<file path="config.mk">
export PLATFORM = sky130hd
export DESIGN_NAME = lpcp_div
export DESIGN_NICKNAME = d
export VERILOG_FILES = /design/src/hdl/lpcp_pkg.sv /design/src/hdl/lpcp_div.sv
export SDC_FILE = /design/constraint.sdc
export NUM_CORES = 2
export LEC_CHECK = 0
export ABC_AREA = 1
export ABC_CLOCK_PERIOD_IN_PS = 3600
export BUFFER_PORTS_ARGS = -buffer_cell sky130_fd_sc_hd__buf_2
export CORE_ASPECT_RATIO = 2
export CORE_UTILIZATION = 30
export DETAILED_ROUTE_END_ITERATION = 7
export GPL_TIMING_DRIVEN = 0
export PLACE_DENSITY = 0.45
export SLEW_MARGIN = 20
export SYNTH_ARGS = -nofsm -noshare
export SYNTH_HDL_FRONTEND = slang
export SYNTH_SLANG_ARGS = --single-unit
</file>
<file path="constraint.sdc">
create_clock -name clk -period 3.6 [get_ports clk]
set_input_delay 1.08 -clock clk [delete_from_list [all_inputs] [get_ports clk]]
set_output_delay 1.08 -clock clk [all_outputs]
set_load 0.03 [all_outputs]
</file>
<file path="src/hdl/lpcp_pkg.sv">
// lpcp_pkg: shared widths, register indexes, reset values and helpers
// for the lidar point camera projection block; no dependencies
package lpcp_pkg;

	localparam int PIX_W   = 12;
	localparam int PT_W    = 20;
	localparam int COEF_W  = 16;
	localparam int FRAC_W  = 14;
	localparam int PROD_W  = PT_W + COEF_W;
	localparam int CAM_W   = PROD_W + 2;
	localparam int NUM_W   = CAM_W + COEF_W + 1;
	localparam int REM_W   = NUM_W - 1;
	localparam int DEN_W   = CAM_W - 1 + 4;
	localparam int DIV_LAT = PIX_W + 1;
	localparam int CFG_W   = 64;
	localparam int IDX_W   = 3;

	localparam int IN_TDATA_W  = ((3 * PT_W + 7) / 8) * 8;
	localparam int OUT_TDATA_W = ((2 * PIX_W + 1 + 7) / 8) * 8;

	localparam logic [IDX_W-1:0] REG_ROW_X      = 3'd0;
	localparam logic [IDX_W-1:0] REG_ROW_Y      = 3'd1;
	localparam logic [IDX_W-1:0] REG_ROW_Z      = 3'd2;
	localparam logic [IDX_W-1:0] REG_INTRINSICS = 3'd3;
	localparam logic [IDX_W-1:0] REG_IMG_WIDTH  = 3'd4;
	localparam logic [IDX_W-1:0] REG_IMG_HEIGHT = 3'd5;

	localparam logic [CFG_W-1:0] ROW_X_RST = 64'd16384;
	localparam logic [CFG_W-1:0] ROW_Y_RST = 64'd1073741824;
	localparam logic [CFG_W-1:0] ROW_Z_RST = 64'd70368744177664;

	typedef struct packed {
		logic             in_img;
		logic [PIX_W-1:0] row;
		logic [PIX_W-1:0] col;
	} result_t;

	// signed 16-bit field number idx of a packed transform row
	function automatic logic signed [COEF_W-1:0] coef(input logic [CFG_W-1:0] word,
		input int idx);
		coef = $signed(word[idx*COEF_W +: COEF_W]);
	endfunction

endpackage

</file>
<file path="src/hdl/lpcp_div.sv">
// lpcp_div: pipelined restoring divider, one quotient bit per stage
// depends on lpcp_pkg; quotient is floor(num/den), meaningful only when ok
module lpcp_div (
	input  logic                                 clk,
	input  logic                                 en,
	input  logic signed [lpcp_pkg::NUM_W-1:0]    num,
	input  logic        [lpcp_pkg::DEN_W-1:0]    den,
	input  logic                                 den_pos,
	output logic        [lpcp_pkg::PIX_W-1:0]    quo,
	output logic                                 ok
);

	logic [lpcp_pkg::REM_W-1:0] rem_s [0:lpcp_pkg::PIX_W-1];
	logic [lpcp_pkg::DEN_W-1:0] den_s [0:lpcp_pkg::PIX_W-1];
	logic [lpcp_pkg::PIX_W-1:0] q_s   [0:lpcp_pkg::PIX_W];
	logic                       ok_s  [0:lpcp_pkg::PIX_W];

	logic num_pos;
	logic ovf;

	assign num_pos = !num[lpcp_pkg::NUM_W-1] && (|num);
	assign ovf = num[lpcp_pkg::REM_W-1:0] >=
		(lpcp_pkg::REM_W'(den) << lpcp_pkg::PIX_W);

	always_ff @(posedge clk) begin
		if (en) begin
			ok_s[0]  <= den_pos && num_pos && !ovf;
			rem_s[0] <= (den_pos && num_pos && !ovf) ? num[lpcp_pkg::REM_W-1:0] : '0;
			den_s[0] <= den;
			q_s[0]   <= '0;
		end
	end

	for (genvar g = 0; g < lpcp_pkg::PIX_W; g++) begin : g_stage
		logic [lpcp_pkg::REM_W-1:0] sub;
		logic                       ge;

		assign sub = lpcp_pkg::REM_W'(den_s[g]) << (lpcp_pkg::PIX_W - 1 - g);
		assign ge  = rem_s[g] >= sub;

		always_ff @(posedge clk) begin
			if (en) begin
				q_s[g+1]  <= {q_s[g][lpcp_pkg::PIX_W-2:0], ge};
				ok_s[g+1] <= ok_s[g];
			end
		end

		if (g < lpcp_pkg::PIX_W - 1) begin : g_carry
			always_ff @(posedge clk) begin
				if (en) begin
					rem_s[g+1] <= ge ? rem_s[g] - sub : rem_s[g];
					den_s[g+1] <= den_s[g];
				end
			end
		end
	end

	assign quo = q_s[lpcp_pkg::PIX_W];
	assign ok  = ok_s[lpcp_pkg::PIX_W];

endmodule
</file>
==> results of run 1 <==
[kinds of logic after synthesis]
| family | after synthesis |
|---|---|
| adder cells (fa/ha/maj) | 544 |
| buffers and inverters | 2754 |
| flip-flops | 1231 |
| XOR/XNOR | 251 |
| AND/OR/NAND/NOR | 6959 |
| other | 1 |
| AO/OA/AOI/OAI | 782 |
[timing repair]
item / CTS
setup buffers: 18
setup endpoints to repair: 514
pin swaps: 11
gates resized for setup: 160
[metrics by stage]
step	hold WS [ps]	cells	setup slack, ps	TNS (ps)	utilization
after CTS	346.4	16743	1.279	0	0.3395
after detailed placement	404.5	16483	-1549	-407110	0.3217
after global placement	400.2	16467	-19820	-	0.3203
after floorplan	400.3	12522	945.4	0	-
[layer usage]
layer	global-route usage	overflow
met5	0.06726	2
met4	0.5347	222
met3	0.1983	3
met2	0.7391	417
met1	0.3070	0
==> Flow_metrics.wiki, run 1 <==
{| class="wikitable"
! Metric !! Value
|-
| Run status || did not finish
|-
| Stage at which the flow ended || 5_1_grt
|-
| Tool error message || [ERROR GRT-0116] Global routing finished with congestion. Check the congestion regions in the DRC Viewer.
|-
| Global placement routability congestion || 1.061
|-
| Largest net degree at the start of global routing || 135
|-
| First-pass GRT wire length || 892600 um
|-
| Yosys top cell by area || edfxtp_1
|-
| Buffer depth of the longest clock path || 4
|-
| Number of synthesized flops with an enable pin || 1231
|-
| Number of top-level design ports || 112
|-
| Parity-gate share of the synthesized area counting xor and xnor cells || 0.02463
|-
| Area share of the largest cell type after synthesis || 0.4142
|-
| Mux share of post-synthesis cell area || 0
|-
| Height of the die || 773.3 um
|-
| IO buf count || 111
|-
| Gate count of the mapped netlist || 12522
|-
| CTS Hold Bufs || 0
|-
| Detailed placer's ending HPWL || 453100 um
|-
| Maximum level of the CTS H-tree || 4
|-
| CTS Buf Count || 146
|-
| Via count of the first global-routing pass || ~100000
|-
| Most common cell in the netlist || nand2_1
|-
| Post-placement cell area || 95010 sq um
|-
| Die outline width || 387.7 um
|-
| Main combinational cell family by area after synthesis || simple AND/OR/NAND/NOR gates
|-
| Synth warnings || 0
|-
| Most used flip-flop cell after synthesis || edfxtp_1
|-
| Root buffer cell || clkbuf_16
|-
| Avg Cell Area, Syn || 7.127 sq um
|-
| Sink Count || 1231
|-
| Post-synth net total || 13165
|-
| Share of synthesized flip-flops with an asynchronous set or reset || 0
|-
| Most frequent cells after synthesis || nand2_1, inv_1, edfxtp_1
|-
| Synth Register Bits || 1231
|-
| Share of synthesized cell area in and, or, nand and nor gates || 0.3172
|-
| Post-synthesis instance area || 89240 sq um
|-
| Post-synthesis sequential area ratio || 0.4142
|-
| GRT Util Overall || 0.4297
|-
| Adder and majority gate portion of the synthesized area || 0.07720
|-
| Count of cell types in the netlist || 51
|-
| Total global routing overflow || 644
|-
| Top cells by area in the synthesized netlist || edfxtp_1, nand2_1, inv_1, ha_1, nor2_1
|-
| Number of placement rows || 282
|-
| Initial Utilization || 0.3022
|-
| Compound-gate portion of the synthesized area || 0.04709
|}
==> inputs of run 2 (changes only) <==
Settings changed: CORE_ASPECT_RATIO 2 to not set, CORE_UTILIZATION 30 to 20, PLACE_DENSITY 0.45 to not set, PLACE_DENSITY_LB_ADDON set to 0.15.
==> Flow_metrics.wiki, run 2 <==
{| class="wikitable"
! Metric !! Value
|-
| Most frequent cells after synthesis || nand2_1, inv_1, edfxtp_1
|-
| Switching share of power || 0.4534
|-
| Crit-path leading delay family || simple AND/OR/NAND/NOR gates
|-
| Synth Register Bits || 1231 (unchanged)
|-
| Most common cell in the netlist || nand2_1
|-
| Net Sw Power || between 0.03 and 0.04 W
|-
| Postcts setup bufs || 0 (-18)
|-
| Post-synth net total || 13165 (unchanged)
|-
| Maximum cell stage delay along the critical path || 470 ps
|-
| Parity-gate share of the synthesized area counting xor and xnor cells || 0.02463 (unchanged)
|-
| P_int || 0.04127 W
|-
| First-pass GRT wire length || 520100 um
|-
| Min-Delay Startpoint || den[35]
|-
| Height of the die || 670.0 um (-13%)
|-
| Logic depth of the worst register-to-register path || 13
|-
| Compound-gate portion of the synthesized area || 0.04709 (unchanged)
|-
| Ratio of cells with drive above 1 in the final layout || 0.04696
|-
| Share of synthesized cell area in and, or, nand and nor gates || 0.3172 (unchanged)
|-
| Flop pwr share || 0.307
|-
| Top layer in use || met4
|-
| Slew HR || 0.3242
|-
| Buffer depth of the longest clock path || 4 (unchanged)
|-
| Maximum level of the CTS H-tree || 4 (unchanged)
|-
| Number of iterations in the first detailed-routing pass || 8
|-
| Wire length on met1 || 170700 um
|-
| Total wire length || 365300 um
|-
| Run status || finished, final reports clean
|-
| Fmax achieved || 286.6 MHz
|-
| Gate count of the mapped netlist || 12522 (unchanged)
|-
| Master of the slowest instance on the critical path || fa_1
|-
| Share of power burned in combinational logic || 0.463
|-
| Cell depth of the worst min-delay path || 1
|-
| Worst setup EP type || register
|-
| Detailed route wirelength on metal2 || around 170000 um
|-
| IO buf count || 111 (unchanged)
|-
| Routed WL per cell || slightly below 20 um
|-
| Avg Cell Area, Syn || 7.127 sq um (unchanged)
|-
| Startpoint of the worst-slack reg-to-reg timing path || rem_s[0][170]
|-
| Clock share of power || 0.230
|-
| Via-to-Cell Ratio || 4.072
|-
| Antenna-violating nets left || 0
|-
| Post-synthesis instance area || 89240 sq um (unchanged)
|-
| Global placement routability congestion || 0.8676 (-18%)
|-
| Yosys top cell by area || edfxtp_1
|-
| RSZ-0062 raised after global routing || true
|-
| PD cells || 732.0 nW/um^2
|-
| Count of endpoints failing setup in the final report || 0
|-
| Number of placement rows || 244 (-13%)
|-
| Final min period || roughly 3500 ps
|-
| Most used cell along the critical path || nand2_1
|-
| Number of top-level design ports || 112 (unchanged)
|-
| Slew at the pin closest to its max-slew limit || 1004 ps
|-
| Total global routing overflow || 0
|-
| Clock latency on the worst-skew pair || 900 ps
|-
| Total count of max-transition violations in the final report || 0
|-
| Die outline width || 670.0 um (+73%)
|-
| Max FO, Critical Path || 10
|-
| Share of synthesized flip-flops with an asynchronous set or reset || 0 (unchanged)
|-
| CTS Hold Bufs || 0 (unchanged)
|-
| Largest net degree at the start of global routing || 130
|-
| Buffers & Inverters on Critical Path || 3
|-
| Post-synthesis sequential area ratio || 0.4142 (unchanged)
|-
| Area of the die || 448900 sq um
|-
| Core region area || 443000 sq um
|-
| Largest register FFs || roughly 650
|-
| Area growth syn-to-layout || 15.59%
|-
| Lkg Pwr || 50.04 nW
|-
| Min-Delay Path Class || in2reg
|-
| Number of vias in the routed layout || around 77000
|-
| Largest register by flop count || rem_s
|-
| Via count of the first global-routing pass || about 74000
|-
| Synth warnings || 0 (unchanged)
|-
| Layout Utilization || 0.2329
|-
| Adder and majority gate portion of the synthesized area || 0.07720 (unchanged)
|-
| Mux share of post-synthesis cell area || 0 (unchanged)
|-
| Commonest cells after routing, fill and taps aside || nand2_1, inv_1, edfxtp_1
|-
| Worst-case hold slack || 375.9 ps
|-
| Arrival time at the worst endpoint || 4090 ps
|-
| Detailed placer's ending HPWL || 309200 um (-32%)
|-
| Clock slew at the register clock pins of the worst setup and hold paths || about 60 ps
|-
| Top cells by area in the synthesized netlist || edfxtp_1, nand2_1, inv_1, ha_1, nor2_1
|-
| Number of placed instances with taps included || 18548 (+13%)
|-
| CP startpoint kind || register
|-
| Area share of the largest cell type after synthesis || 0.4142 (unchanged)
|-
| Main combinational cell family by area after synthesis || simple AND/OR/NAND/NOR gates
|-
| Remaining DRCs || 0
|-
| Worst reg-to-reg setup slack || 110 ps
|-
| Worst setup path class || reg2reg
|-
| CTS tree || done
|-
| Part of the cycle the worst path needs || 0.9691
|-
| Cell breakdown of the critical path || inv_1, ha_1, inv_1, fa_1, nand2_1, nand3_1, nand2_1, nand2_1, nand2_1, nand4_2, buf_4, nand3_1, nand2_1
|-
| GRT Util Overall || 0.1576
|-
| Root buffer cell || clkbuf_16
|-
| Number of synthesized flops with an enable pin || 1231 (unchanged)
|-
| Final hold violations || 0
|-
| Max Cap Violations || 0
|-
| FF-to-FF End || rem_s[1][38]
|-
| First-iteration detailed-routing DRC count || ~5700
|-
| Non-filler instance count after layout || 18855
|-
| Initial Utilization || 0.2015 (-0.1007)
|-
| Count of cell types in the netlist || 51 (unchanged)
|-
| Largest registers || rem_s x648, den_s x492, q_s x78
|-
| Worst ir drop on vdd || 0.3370 mV
|-
| CTS Buf Count || 166 (+14%)
|-
| Sink Count || 1231 (unchanged)
|-
| Number of nets in the layout || about 13000
|-
| Initial antenna violation count || 9
|-
| Worst path required time || 4200 ps
|-
| Hold-critical path endpoint || den_s[0][35]
|-
| Leading cell type in the layout, fill and taps excluded || nand2_1
|-
| Sum of met3 wire segment lengths after detailed routing || 12510 um
|-
| Clk_skew || 57.26 ps
|-
| Most used flip-flop cell after synthesis || edfxtp_1
|}
[run 2: cell counts after synthesis]
No cell type changed its count.
[run 2: area by class of cell]
| cell class | instances | area (sq um) |
|---|---|---|
| flip-flops and latches | 1231 | 36970 |
| inverters | 2653 | 9960 |
| repair buffers | 123 | 898.4 |
| fillers | 49716 | 339800 |
| clock inverters | 115 | 1285 |
| clock buffers | 188 | 4300 |
| well taps | 5904 | 7387 |
| plain buffers | 101 | 720.7 |
| diodes | 3 | 7.507 |
| multi-input cells | 8537 | 41630 |
[run 2: power by group through the flow]
stage / Sequential (W) / Clock (W) / Combinational [W]
6_report: 0.0232 / 0.0174 / 0.0349
2_1_floorplan: 0.0214 / 0 / 0.0233
5_1_grt: 0.0235 / 0.0185 / 0.0393
3_3_place_gp: 0.0243 / 0 / 0.0352
3_5_place_dp: 0.0237 / 0 / 0.0349
4_1_cts: 0.0234 / 0.0180 / 0.0351
[run 2: worst max path at each step]
stage	from	end	slack, ps	depth (start not counted)
3_3_place_gp	en	den_s[5][80]	-20930	1
3_5_place_dp	en	den_s[5][80]	-950	6
5_1_grt	rem_s[0][170]	rem_s[1][38]	-20	13
6_report	rem_s[0][170]	rem_s[1][38]	110	13
4_1_cts	en	den_s[5][80]	40	6
2_1_floorplan	den[33]	rem_s[0][10]	950	12
[run 2: per-stage QoR]
step | instance area, sq um | worst slack [ps] | power, W | setup TNS (ps)
after floorplan | 89240 | 945.4 | 0.04473 | 0
after global placement | 97180 | -20930 | 0.05950 | -
after detailed placement | 97500 | -948.6 | 0.05855 | -164770
after CTS | 103100 | 41.62 | 0.07650 | 0
after global routing | 103100 | -20.76 | 0.08123 | -20.76
final | 103200 | 111.2 | 0.07550 | 0
[run 2: routing by layer]
layer  up-vias  track usage
li1      39666            -
met4         0      0.03163
met2      1408       0.2740
met1     35406       0.2119
met5         -            0
met3       302      0.01444
[run 2: repair_timing]
action,CTS,global route
cloned,0,1
resized for setup,4,7
endpoints found under the hold margin,0,0
endpoints found under the setup margin,77,120
[run 2: kinds of logic (layout without fill, tap and decap cells)]
kind of cell,Yosys count,after routing
and+or+nand+nor,6959,6959
AOI/OAI and AO/OA,782,782
DFF,1231,1231
xor gates and xnor gates,251,251
other,1,4
adders and majority gates,544,544
buffers and inverters,2754,3180
Power figures use the tool's default switching activity.
